<file path="src/design/assert_macros.svh">
// ----------------------------------------------------------------------------
// assertion macros
// shared concurrent assertion forms for the correlation block
// ----------------------------------------------------------------------------
`ifndef ASSERT_MACROS_SVH
`define ASSERT_MACROS_SVH

// property must hold at every clock edge out of reset
`define PCFZ_ASSERT(lbl, clk, rstn, prop, msg) \
  lbl: assert property (@(posedge clk) disable iff (!rstn) prop) else $error(msg);

// condition must never be seen at a clock edge out of reset
`define PCFZ_NEVER(lbl, clk, rstn, cond, msg) \
  lbl: assert property (@(posedge clk) disable iff (!rstn) !(cond)) else $error(msg);

`endif

</file>
<file path="src/design/pcfz_pkg.sv">
// ----------------------------------------------------------------------------
// pcfz_pkg
// types and constants of the pearson correlation / fisher z block
// ----------------------------------------------------------------------------
package pcfz_pkg;

  localparam int MAX_SAMPLES = 1024;
  localparam int CNT_W       = $clog2(MAX_SAMPLES + 1);
  localparam int ZCUT_W      = 23;
  localparam int QDEPTH      = 2;

  localparam logic [ZCUT_W-1:0] Z_CUT_RESET  = 23'd131072;
  localparam logic [30:0]       Q30_ONE      = 31'h4000_0000;
  localparam logic [26:0]       HALF_LN2_Q28 = 27'd93032640;
  localparam logic [22:0]       Z_MAX        = 23'h7F_FFFF;
  localparam logic [63:0]       SQ_BIT0      = 64'h4000_0000_0000_0000;

  typedef enum logic [1:0] {
    ST_OK       = 2'd0,
    ST_TOO_FEW  = 2'd1,
    ST_ZERO_VAR = 2'd2,
    ST_SAT      = 2'd3
  } status_t;

  typedef struct packed {
    logic signed [23:0] x_sample;
    logic signed [23:0] y_sample;
    logic               last_sample;
  } in_item_t;

  typedef struct packed {
    logic signed [31:0] pearson_r;
    logic signed [23:0] fisher_z;
    logic               above_cut;
    status_t            status;
    logic [CNT_W-1:0]   sample_count;
  } out_item_t;

  // one finished run as handed from front to back
  typedef struct packed {
    logic [CNT_W-1:0]   n;
    logic signed [34:0] sx;
    logic signed [34:0] sy;
    logic signed [56:0] sxx;
    logic signed [56:0] syy;
    logic signed [57:0] sxy;
  } job_t;

  typedef struct packed {
    logic empty;
    logic full;
  } q_stat_t;

  typedef struct packed {
    logic        start;
    logic [63:0] a;
    logic [63:0] b;
  } mul_req_t;

  typedef struct packed {
    logic         done;
    logic [127:0] p;
  } mul_rsp_t;

  typedef enum logic [3:0] {
    MOP_NXX, MOP_SXX, MOP_NYY, MOP_SYY, MOP_NXY, MOP_SXY,
    MOP_DEN, MOP_LSQ, MOP_AT, MOP_Z
  } mop_t;

  typedef enum logic [1:0] {
    SQ_X, SQ_Y, SQ_N
  } sq_sel_t;

  typedef enum logic [3:0] {
    BK_IDLE, BK_MGO, BK_MWAIT, BK_CHECK, BK_NORM,
    BK_SQRT, BK_DIV, BK_RND, BK_LNORM, BK_OUT
  } bk_state_t;

endpackage

</file>
<file path="src/design/pcfz_queue.sv">
// ----------------------------------------------------------------------------
// pcfz_queue
// short queue of finished runs between front and back
// ----------------------------------------------------------------------------
module pcfz_queue (
  input  logic              clk,
  input  logic              rst_n,
  input  logic              push,
  input  pcfz_pkg::job_t    push_job,
  input  logic              pop,
  output pcfz_pkg::job_t    head_job,
  output pcfz_pkg::q_stat_t qstat
);

  localparam int PW = (pcfz_pkg::QDEPTH > 1) ? $clog2(pcfz_pkg::QDEPTH) : 1;
  localparam int CW = $clog2(pcfz_pkg::QDEPTH + 1);

  pcfz_pkg::job_t  ent_r [pcfz_pkg::QDEPTH];
  logic [PW-1:0]   wp_r;
  logic [PW-1:0]   rp_r;
  logic [CW-1:0]   cnt_r;

  function automatic logic [PW-1:0] wrap_inc(input logic [PW-1:0] p);
    return (p == PW'(pcfz_pkg::QDEPTH - 1)) ? '0 : p + PW'(1);
  endfunction

  assign head_job    = ent_r[rp_r];
  assign qstat.empty = (cnt_r == '0);
  assign qstat.full  = (cnt_r == CW'(pcfz_pkg::QDEPTH));

  always_ff @(posedge clk) begin
    if (!rst_n) begin
      wp_r  <= '0;
      rp_r  <= '0;
      cnt_r <= '0;
    end else begin
      if (push) begin
        wp_r <= wrap_inc(wp_r);
      end
      if (pop) begin
        rp_r <= wrap_inc(rp_r);
      end
      if (push && !pop) begin
        cnt_r <= cnt_r + CW'(1);
      end else if (pop && !push) begin
        cnt_r <= cnt_r - CW'(1);
      end
    end
  end

  always_ff @(posedge clk) begin
    if (push) begin
      ent_r[wp_r] <= push_job;
    end
  end

endmodule

</file>
<file path="config.mk">
export PLATFORM = sky130hd
export DESIGN_NAME = pcfz_queue
export DESIGN_NICKNAME = d
export VERILOG_FILES = /design/src/design/assert_macros.svh /design/src/design/pcfz_pkg.sv /design/src/design/pcfz_queue.sv
export SDC_FILE = /design/constraint.sdc
export NUM_CORES = 1
export LEC_CHECK = 0
export BUFFER_PORTS_ARGS = -buffer_cell sky130_fd_sc_hd__buf_2
export CORE_MARGIN = 4
export CORE_UTILIZATION = 52
export CTS_CLUSTER_DIAMETER = 60
export CTS_CLUSTER_SIZE = 20
export DETAILED_ROUTE_END_ITERATION = 8
export PLACE_DENSITY = 0.86
export SYNTH_ARGS = -nofsm -noshare
export SYNTH_HDL_FRONTEND = slang
export SYNTH_SLANG_ARGS = --single-unit
</file>
<file path="constraint.sdc">
create_clock -name clk -period 22.7 [get_ports clk]
set_input_delay 5.675 -clock clk [delete_from_list [all_inputs] [get_ports clk]]
set_output_delay 5.675 -clock clk [all_outputs]
set_load 0.02 [all_outputs]
</file>
==> results of run 1 <==
-- worst max-delay path by stage --
| stage | end | slack [ps] |
|---|---|---|
| after global placement | ent_r[1][221]$_DFFE_PP_ | 14230 |
| final | head_job[232] | 13800 |
| after global routing | head_job[233] | 13630 |
| after floorplan | wp_r$_SDFFE_PN0P_ | 5160 |
| after CTS | head_job[232] | 13760 |
| after detailed placement | ent_r[1][221]$_DFFE_PP_ | 14190 |
-- layer usage --
metal / global-route usage (%) / part of all wire (%) / vias to the layer above
li1: - / - / 4289
met1: 21.60 / 36 / 4733
met2: 32.24 / 53 / 369
met3: 5.086 / 7.5 / 88
met4: 8.327 / 3.6 / 6
met5: 0 / 0.10 / -
-- cells in the mapped netlist --
| cell type | count |
|---|---|
| mux2_2 | 83 |
| inv_1 | 1 |
| mux2_4 | 170 |
| nor2b_1 | 3 |
| a21boi_0 | 1 |
| or3_1 | 1 |
| nor2_1 | 1 |
| dfxtp_1 | 5 |
| edfxtp_1 | 506 |
| o21a_1 | 1 |
| o21ai_0 | 1 |
| buf_6 | 20 |
| xor2_1 | 2 |
| and2_1 | 4 |
| ha_1 | 1 |
| buf_2 | 8 |
| xnor2_1 | 1 |
-- final cells by class --
| class | instances | area, um^2 | share of cell area, % |
|---|---|---|---|
| multi-input cells | 269 | 3610 | 15.49 |
| clock inverters | 18 | 191.4 | 0.8217 |
| clock buffers | 40 | 937.1 | 4.023 |
| inverters | 1 | 3.754 | 0.01611 |
| flip-flops and latches | 511 | 15300 | 65.67 |
| repair buffers | 518 | 2635 | 11.31 |
| well taps | 468 | 585.6 | 2.514 |
| diodes | 14 | 35.03 | 0.1504 |
-- cells by family after synthesis --
family,Yosys count,share of synthesized area (%)
muxes,253,18.20
AOI/OAI and AO/OA,3,0.1045
and+or+nand+nor,9,0.2807
DFF,511,79.81
buffers and inverters,29,1.404
adders and majority gates,1,0.06528
xor gates and xnor gates,3,0.1371
-- power by group through the flow --
stage | registers (mW) | clock network (mW) | logic [mW]
after floorplan | 1.14 | 0 | 0.182
after global placement | 1.13 | 0 | 0.263
after detailed placement | 1.13 | 0 | 0.268
after CTS | 1.11 | 0.650 | 0.269
after global routing | 1.11 | 0.690 | 0.281
final | 1.11 | 0.632 | 0.266
-- state kept, by name, indices dropped and copies added, names as in the netlist, named ones only --
| name | count |
|---|---|
| cnt_r | 2 |
| ent_r | 506 |
| rp_r | 1 |
| wp_r | 1 |
-- worst max-delay path, delay by kind of cell, from the launching register on --
kind | cells | cell delay, ps
multiplexers | 1 | 420
flip-flops | 1 | 1080
buffers and inverters | 2 | 1070
==> run_results.csv, run 1 <==
group,metric,value,unit
status,status,"complete, no violations",
placed_design,dp_hpwl,27.53,mm
min_path,hp-start,"cnt_r[1]$_SDFFE_PN0P_",
power,clockPowerShare,31.5,%
floorplan,die_w,200.0,um
cts,clk_path_buf_depth,3,
yosys,synth_seq_cells,511,
layout,area_delta_synth_final,21.57,%
cts,root_buffer,"clkbuf_16",
setup_path,max_stage_delay,1080,ps
power,powerDensity,86.15,nW/um^2
detailed_routing,drtAntennaViolNets,0,
detailed_routing,wire_per_inst,21.62,um
setup_path,worst_setup_path_start_kind,"flop",
power,p_comb_share,13.3,%
timing,fin_crit_sh,39.20,%
floorplan,die_h,200.0,um
min_path,hold_depth,2,
yosys,syn_avg_cell_area,23.69,um^2
layout,final_area,23300,um^2
setup_path,worstPathCellList,"buf_4, mux2_2, buf_2",
yosys,synth_seq_area_share,79.81,%
min_path,min_path_type,"reg -> reg",
grt,grt_pass1_wl,56.08,mm
cts,clkLatencyLatePin,530,ps
timing,tightest_slew,1114,ps
yosys,synth_top_cell_by_area,"edfxtp_1",
setup_path,critPathMaxFanout,74,
floorplan,die-area,39990,um^2
placed_design,gp_congestion,0.7594,
floorplan,row_count,70,
timing,layout_min_cycle_time,8898,ps
yosys,syn_area,19160,um^2
layout,fin_cells,1839,
placed_design,numPortBuffers,511,
yosys,yosysTopAreaCellShare,79.29,%
setup_path,timing.rr.start,"wp_r$_SDFFE_PN0P_",
cts,cts_resized,0,
power,leakagePower,9.030,nW
layout,drive_above_1_share,60.80,%
timing,finClkSkew,17.12,ps
cts,cts_made_buffers,36,
yosys,yosysWarningCount,0,
timing,fmax,112.4,MHz
cts,cts_max_level,2,
timing,setup_viol,0,
yosys,synthCells,809,
setup_path,worstPathArrival,3220,ps
setup_path,r2r_cells,3,
cts,cts_tree,"yes",
yosys,synthTopCellsByArea,"edfxtp_1 (79%), mux2_4 (13%), mux2_2 (4.9%)",
detailed_routing,route.detailed.drc,0,
power,switching_share,23.54,%
setup_path,reg2reg_slack,19570,ps
placed_design,dpl.cell_count,1767,
floorplan,core_area,36520,um^2
detailed_routing,first_iter_violations,450,
detailed_routing,via_per_inst,5.158,
floorplan,io_pins,512,
placed_design,post-place-ws,14190,ps
layout,fin_nets,1595,
layout,final_cell_mix,"buf_2 (511), edfxtp_1 (506), mux2_4 (170)",
yosys,synth.distinct_cells,17,
layout,fill_cells,2454,
setup_path,r2r_end,"ent_r[1][217]$_DFFE_PP_",
grt,grt_max_degree,178,
cts,post-cts-setup-buffers,0,
timing,worst_slack,13800,ps
power,p_seq_share,55.2,%
detailed_routing,num_vias,9485,
power,p_total,2.007,mW
setup_path,cp_data_required_time,17020,ps
grt,grt_pass1_vias,9854,
cts,clk_pin_slew,80,ps
layout,final_common_cell,"buf_2",
min_path,holdPathEnd,"cnt_r[1]$_SDFFE_PN0P_",
timing,rsz0062_at_grt,"false",
timing,finalHoldViolCount,0,
power,power.switching,0.4725,mW
grt,grt-ovfl-total,0,
timing,fin_hold_ws,522.8,ps
power,p_int,1.535,mW
timing,slew_headroom,25.73,%
job,maxCapViolCount,0,
power,ir_drop,0.08092,mV
grt,grt_usage,18.53,%
detailed_routing,wl,39.76,mm
setup_path,crit_type,"reg -> out",
detailed_routing,firstDrtPassIters,4,
grt,antenna_found_initial,14,
timing,tns,0,ps
cts,cts_hold_buf,0,
placed_design,placedInstanceArea,22130,um^2
cts,cts_num_sinks,511,
yosys,syn-num-nets,1067,
floorplan,initial_utilization,52.47,%
setup_path,cp-end-kind,"primary output",
layout,postLayoutCoreUtil,63.79,%
timing,slew_viol_final,0,
setup_path,critPathSlowestCell,"dfxtp_4",
No activity file was read; power rests on OpenSTA's default activity.
==> run 2: changes to the inputs <==
--- a/config.mk
+++ b/config.mk
@@ -5,13 +5,14 @@
 export SDC_FILE = /design/constraint.sdc
 export NUM_CORES = 1
 export LEC_CHECK = 0
+export ABC_AREA = 1
 export BUFFER_PORTS_ARGS = -buffer_cell sky130_fd_sc_hd__buf_2
 export CORE_MARGIN = 4
-export CORE_UTILIZATION = 52
+export CORE_UTILIZATION = 47
 export CTS_CLUSTER_DIAMETER = 60
 export CTS_CLUSTER_SIZE = 20
 export DETAILED_ROUTE_END_ITERATION = 8
-export PLACE_DENSITY = 0.86
+export PLACE_DENSITY = 0.82
 export SYNTH_ARGS = -nofsm -noshare
 export SYNTH_HDL_FRONTEND = slang
 export SYNTH_SLANG_ARGS = --single-unit
==> constraint.sdc (replaced) <==
create_clock -name clk -period 7.45 [get_ports clk]
set_input_delay 1.8625 -clock clk [delete_from_list [all_inputs] [get_ports clk]]
set_output_delay 1.8625 -clock clk [all_outputs]
set_load 0.02 [all_outputs]
==> run_results.csv, run 2 <==
group,metric,value,unit
setup_path,critPathMaxFanout,132,
cts,post-cts-setup-buffers,0,
yosys,synth-xor-area-share,0,%
cts,cts_resized,0,
yosys,yosysMostFrequentCell,"edfxtp_1",
floorplan,initial_utilization,47.93,%
yosys,synth_edf_count,506,
cts,clkLatencyLatePin,530,ps
yosys,synth-async-reset-ratio,0,%
cts,root_buffer,"clkbuf_16",
power,powerDensity,260.0,nW/um^2
timing,fmax,242.0,MHz
detailed_routing,wl,39.99,mm
cts,clk_pin_slew,60,ps
yosys,yosysWarningCount,0,
cts,cts_tree,"yes",
detailed_routing,num_vias,9613,
timing,rsz0062_at_grt,"false",
setup_path,cp_data_required_time,5590,ps
cts,cts_num_sinks,511,
yosys,yosys.area_share.simple,0.3915,%
floorplan,io_pins,512,
job,maxCapViolCount,0,
setup_path,crit_type,"reg -> out",
cts,cts_hold_buf,0,
grt,grt_pass1_vias,10130,
detailed_routing,highest_layer,"met4",
yosys,synth_top_family_by_area,"multiplexers",
setup_path,cp-end-kind,"primary output",
setup_path,worstPathArrival,2270,ps
placed_design,gp_congestion,0.7801,
floorplan,row_count,73,
yosys,yosysTopAreaCellShare,79.24,%
grt,grt_max_degree,140,
yosys,synth_top_cell_by_area,"edfxtp_1",
grt,grt_pass1_wl,58.47,mm
detailed_routing,via_per_inst,5.070,
detailed_routing,wl_met3,2.904,mm
yosys,synth_seq_area_share,79.77,%
floorplan,die_h,210.0,um
placed_design,placedInstanceArea,22240,um^2
detailed_routing,route.met2.wl,21.62,mm
timing,tightest_slew,1099,ps
detailed_routing,first_iter_violations,573,
cts,clk_path_buf_depth,3,
setup_path,worst_setup_path_start_kind,"flop",
layout,final_common_cell,"buf_2",
timing,layout_min_cycle_time,4133,ps
timing,finalHoldViolCount,0,
yosys,synth.distinct_cells,14,
layout,top_register,"ent_r",
power,ir_drop,0.2542,mV
layout,final_cell_mix,"buf_2 (511), edfxtp_1 (506), mux2_4 (170)",
yosys,synth_flop_cell,"edfxtp_1",
yosys,synth_compound_area_share,0.05220,%
cts,cts_max_level,2,
yosys,syn-num-nets,1080,
layout,area_delta_synth_final,22.07,%
status,status,"complete, no violations",
placed_design,numPortBuffers,511,
grt,antenna_found_initial,7,
min_path,min_path_type,"reg -> reg",
detailed_routing,drt-met1-wl,14.21,mm
floorplan,die_w,210.0,um
yosys,synthTopCellsByArea,"edfxtp_1 (79%), mux2_4 (13%), mux2_2 (4.9%)",
yosys,ys_top_cells_by_count,"edfxtp_1 (506), mux2_4 (170), mux2_2 (83)",
yosys,synthCells,822,
timing,slew_headroom,26.75,%
detailed_routing,drtAntennaViolNets,0,
placed_design,dpl.cell_count,1836,
timing,fin_crit_sh,55.47,%
timing,slew_viol_final,0,
floorplan,die-area,44090,um^2
grt,grt-ovfl-total,0,
floorplan,core_area,40010,um^2
detailed_routing,route.detailed.drc,0,
layout,final_area,23410,um^2
layout,fin_cells,1896,
grt,grt_usage,17.20,%
timing,tns,0,ps
power,leakagePower,9.097,nW
timing,setup_viol,0,
layout,largest_reg_flops,506,
detailed_routing,wire_per_inst,21.09,um
cts,cts_made_buffers,36,
detailed_routing,firstDrtPassIters,6,
placed_design,dp_hpwl,27.91,mm
timing,finClkSkew,19.24,ps
yosys,synthMuxAreaShare,18.19,%
layout,top_regs,"ent_r (506), cnt_r (2)",
layout,fin_nets,1607,
yosys,syn_area,19170,um^2
yosys,syn_avg_cell_area,23.33,um^2
layout,drive_above_1_share,60.47,%
yosys,synth_fa_ha_area_share,0.06525,%
yosys,synth_seq_cells,511,
[run 2: final timing paths]
kind | cells after the start | endpoint | from | slack (ps)
min | 2 | rp_r$_SDFFE_PN0P_ | rp_r$_SDFFE_PN0P_ | 530
max | 3 | head_job[127] | flop | 3320
min reg2reg | 2 | rp_r$_SDFFE_PN0P_ | rp_r$_SDFFE_PN0P_ | 530
max reg2reg | 3 | ent_r[1][187]$_DFFE_PP_ | wp_r$_SDFFE_PN0P_ | 5120
[run 2: where the power goes]
part           switching (mW)  internal (mW)
Combinational           0.427          0.314
Sequential             0.0376           3.33
Clock                   0.937           1.04
[run 2: worst max-delay path, stage by stage, from the launching register on]
cell and delay, ps:
dfxtp_4 370, buf_12 520, mux2_4 370, buf_2 160
[run 2: stage by stage]
stage	setup slack, ps	power [mW]	util (%)	hold WS, ps
floorplan	21.59	3.924	-	463.5
finish	3317	6.087	58.51	534.8
global route	3251	6.321	58.51	565.9
global placement	3507	4.151	55.59	475.4
CTS	3314	6.155	58.48	536.2
detailed placement	3500	4.179	55.59	524.5
[run 2: kinds of logic (layout without fill, tap and decap cells)]
family | Yosys count | count (layout)
AOI/OAI and AO/OA | 2 | 2
adders and majority gates | 1 | 1
buffers and inverters | 36 | 580
DFF | 511 | 511
muxes | 253 | 253
other | 0 | 5
and+or+nand+nor | 19 | 19
[run 2: routing by layer]
| layer | GRT usage [%] | vias to the layer above |
|---|---|---|
| li1 | - | 4303 |
| met1 | 19.93 | 4803 |
| met2 | 31.28 | 422 |
| met3 | 3.721 | 85 |
| met4 | 6.773 | 0 |
| met5 | 0 | - |
[run 2: layout make-up]
type | count | area, um^2
sequential | 511 | 15300
antenna | 5 | 12.51
timing repair buffer | 517 | 2653
clock inverter | 15 | 210.2
inverter | 8 | 37.54
clock buffer | 40 | 947.2
multi-input combinational | 275 | 3592
tap | 525 | 656.9
fill | 2923 | 16600
==> run 3: changes to the inputs <==
--- a/config.mk
+++ b/config.mk
@@ -8,11 +8,11 @@
 export ABC_AREA = 1
 export BUFFER_PORTS_ARGS = -buffer_cell sky130_fd_sc_hd__buf_2
 export CORE_MARGIN = 4
-export CORE_UTILIZATION = 47
+export CORE_UTILIZATION = 52
 export CTS_CLUSTER_DIAMETER = 60
 export CTS_CLUSTER_SIZE = 20
 export DETAILED_ROUTE_END_ITERATION = 8
-export PLACE_DENSITY = 0.82
+export PLACE_DENSITY = 0.86
 export SYNTH_ARGS = -nofsm -noshare
 export SYNTH_HDL_FRONTEND = slang
 export SYNTH_SLANG_ARGS = --single-unit
==> constraint.sdc (replaced) <==
create_clock -name clk -period 3.85 [get_ports clk]
set_input_delay 0.9625 -clock clk [delete_from_list [all_inputs] [get_ports clk]]
set_output_delay 0.9625 -clock clk [all_outputs]
set_load 0.02 [all_outputs]
==> run_results.csv, run 3 (synthesis gave the netlist of run 2 again) <==
group,metric,value,unit
power,powerDensity,497.6,nW/um^2
setup_path,max_stage_delay,630,ps
placed_design,dp_hpwl,29.75,mm
setup_path,cp_data_required_time,2890,ps
detailed_routing,route.detailed.drc,0,
placed_design,dpl.cell_count,1794,
setup_path,cp-end-kind,"primary output",
detailed_routing,via_per_inst,5.173,
timing,fmax,308.5,MHz
setup_path,worst_setup_path_start_kind,"flop",
power,leakagePower,9.190,nW
setup_path,reg2reg_slack,2050,ps
timing,rsz0062_at_grt,"false",
timing,finalHoldViolCount,0,
cts,cts_num_sinks,511,
grt,grt_pass1_wl,58.03,mm
grt,grt-ovfl-total,0,
floorplan,io_pins,512,
floorplan,die_w,200.0,um
cts,clk_pin_slew,80,ps
setup_path,worstPathCellList,"buf_4, mux2_2, buf_2",
grt,grt_pass1_vias,10190,
cts,cts_max_level,2,
cts,clk_path_buf_depth,3,
floorplan,die_h,200.0,um
cts,cts_made_buffers,35,
layout,largest_reg_flops,506,
setup_path,crit_family,"buffers and inverters",
timing,layout_min_cycle_time,3242,ps
min_path,hold_depth,2,
grt,grt_max_degree,113,
floorplan,row_count,70,
timing,setup_viol,0,
job,maxCapViolCount,0,
cts,clkLatencyLatePin,520,ps
cts,cts_tree,"yes",
detailed_routing,firstDrtPassIters,5,
power,p_total,11.73,mW
detailed_routing,first_iter_violations,509,
detailed_routing,drtAntennaViolNets,0,
floorplan,initial_utilization,52.50,%
power,ir_drop,0.4983,mV
setup_path,critPathSlowestCell,"dfxtp_4",
setup_path,critPathMaxFanout,34,
layout,postLayoutCoreUtil,64.54,%
layout,drive_above_1_share,60.68,%
timing,slew_headroom,55.49,%
min_path,min_path_type,"reg -> reg",
layout,final_common_cell,"buf_2",
layout,final_cell_mix,"buf_2 (511), edfxtp_1 (506), mux2_4 (170)",
detailed_routing,num_vias,9638,
layout,fill_cells,2392,
timing,tns,0,ps
layout,top_register,"ent_r",
floorplan,die-area,40010,um^2
setup_path,r2r_end,"ent_r[1][80]$_DFFE_PP_",
placed_design,numPortBuffers,511,
layout,area_delta_synth_final,22.92,%
setup_path,crit_type,"reg -> out",
layout,fin_nets,1621,
setup_path,r2r_cells,4,
timing,slew_viol_final,0,
status,status,"complete, no violations",
layout,fin_cells,1863,
cts,root_buffer,"clkbuf_16",
grt,grt_usage,19.15,%
min_path,holdPathEnd,"rp_r$_SDFFE_PN0P_",
grt,antenna_found_initial,13,
placed_design,gp_congestion,0.7980,
setup_path,worstPathArrival,2280,ps
timing,fin_crit_sh,84.21,%
detailed_routing,wire_per_inst,22.10,um
min_path,hp-start,"rp_r$_SDFFE_PN0P_",
floorplan,core_area,36520,um^2
timing,finClkSkew,9.610,ps
setup_path,timing.rr.start,"wp_r$_SDFFE_PN0P_",
cts,cts_resized,0,
cts,post-cts-setup-buffers,0,
setup_path,cp.buffers_inverters,2,
detailed_routing,wl,41.17,mm
cts,cts_hold_buf,0,
layout,top_regs,"ent_r (506), cnt_r (2)",
timing,tightest_slew,667.6,ps
## run 3: cell types whose count changed in the layout (fill, tap and decap cells not counted), moves of 2 or more
cell and delta:
inv_8 -2, clkinv_1 +4, inv_6 -2, diode_2 +9, buf_12 +8, buf_4 +7
## run 3: worst max-delay path by stage
stage | slack, ps | depth (start not counted) | to | start
global placement | 1170 | 4 | head_job[63] | flop
finish | 610 | 3 | head_job[43] | flop
CTS | 570 | 3 | head_job[43] | flop
global route | 480 | 3 | head_job[43] | flop
floorplan | -1330 | 2 | ent_r[1][0]$_DFFE_PP_ | push
detailed placement | 1150 | 3 | head_job[43] | flop
## run 3: layout make-up
class                   instances  area (um^2)  area share [%]
diodes                         14        35.03          0.1486
clock inverters                15        193.9          0.8228
multi-input cells             275         3608           15.31
flip-flops and latches        511        15300           64.91
inverters                       8        46.29          0.1964
repair buffers                532         2865           12.16
clock buffers                  40        937.1           3.976
well taps                     468        585.6           2.484
## run 3: tightest hold or removal path, stage by stage (launching register included)
cell	delay, ps
dfxtp_1	330
nor2_1	60
nor2_1	80
## run 3: layer usage
metal	wire length [um]	global-route usage [%]	up-vias
li1	-	-	4344
met1	14400	21.76	4788
met2	22100	34.46	412
met3	3350	5.421	88
met4	1288	7.220	6
met5	31	0	-
## run 3: metrics by stage
stage	instance area (um^2)	setup slack, ps	hold WS [ps]
floorplan	19210	-1330	463.5
CTS	23540	569.1	508.1
detailed placement	22400	1148	490.9
global route	23560	479.7	550.4
global placement	22400	1168	476.3
finish	23570	608.0	505.5
## run 3: report_power, final
group	switching [mW]	internal, mW	total [mW]	leakage (nW)
clock	1.77	1.98	3.75	0.552
sequential	0.0881	6.44	6.53	4.79
combinational	0.830	0.624	1.45	3.85
total	2.68	9.04	11.7	9.19
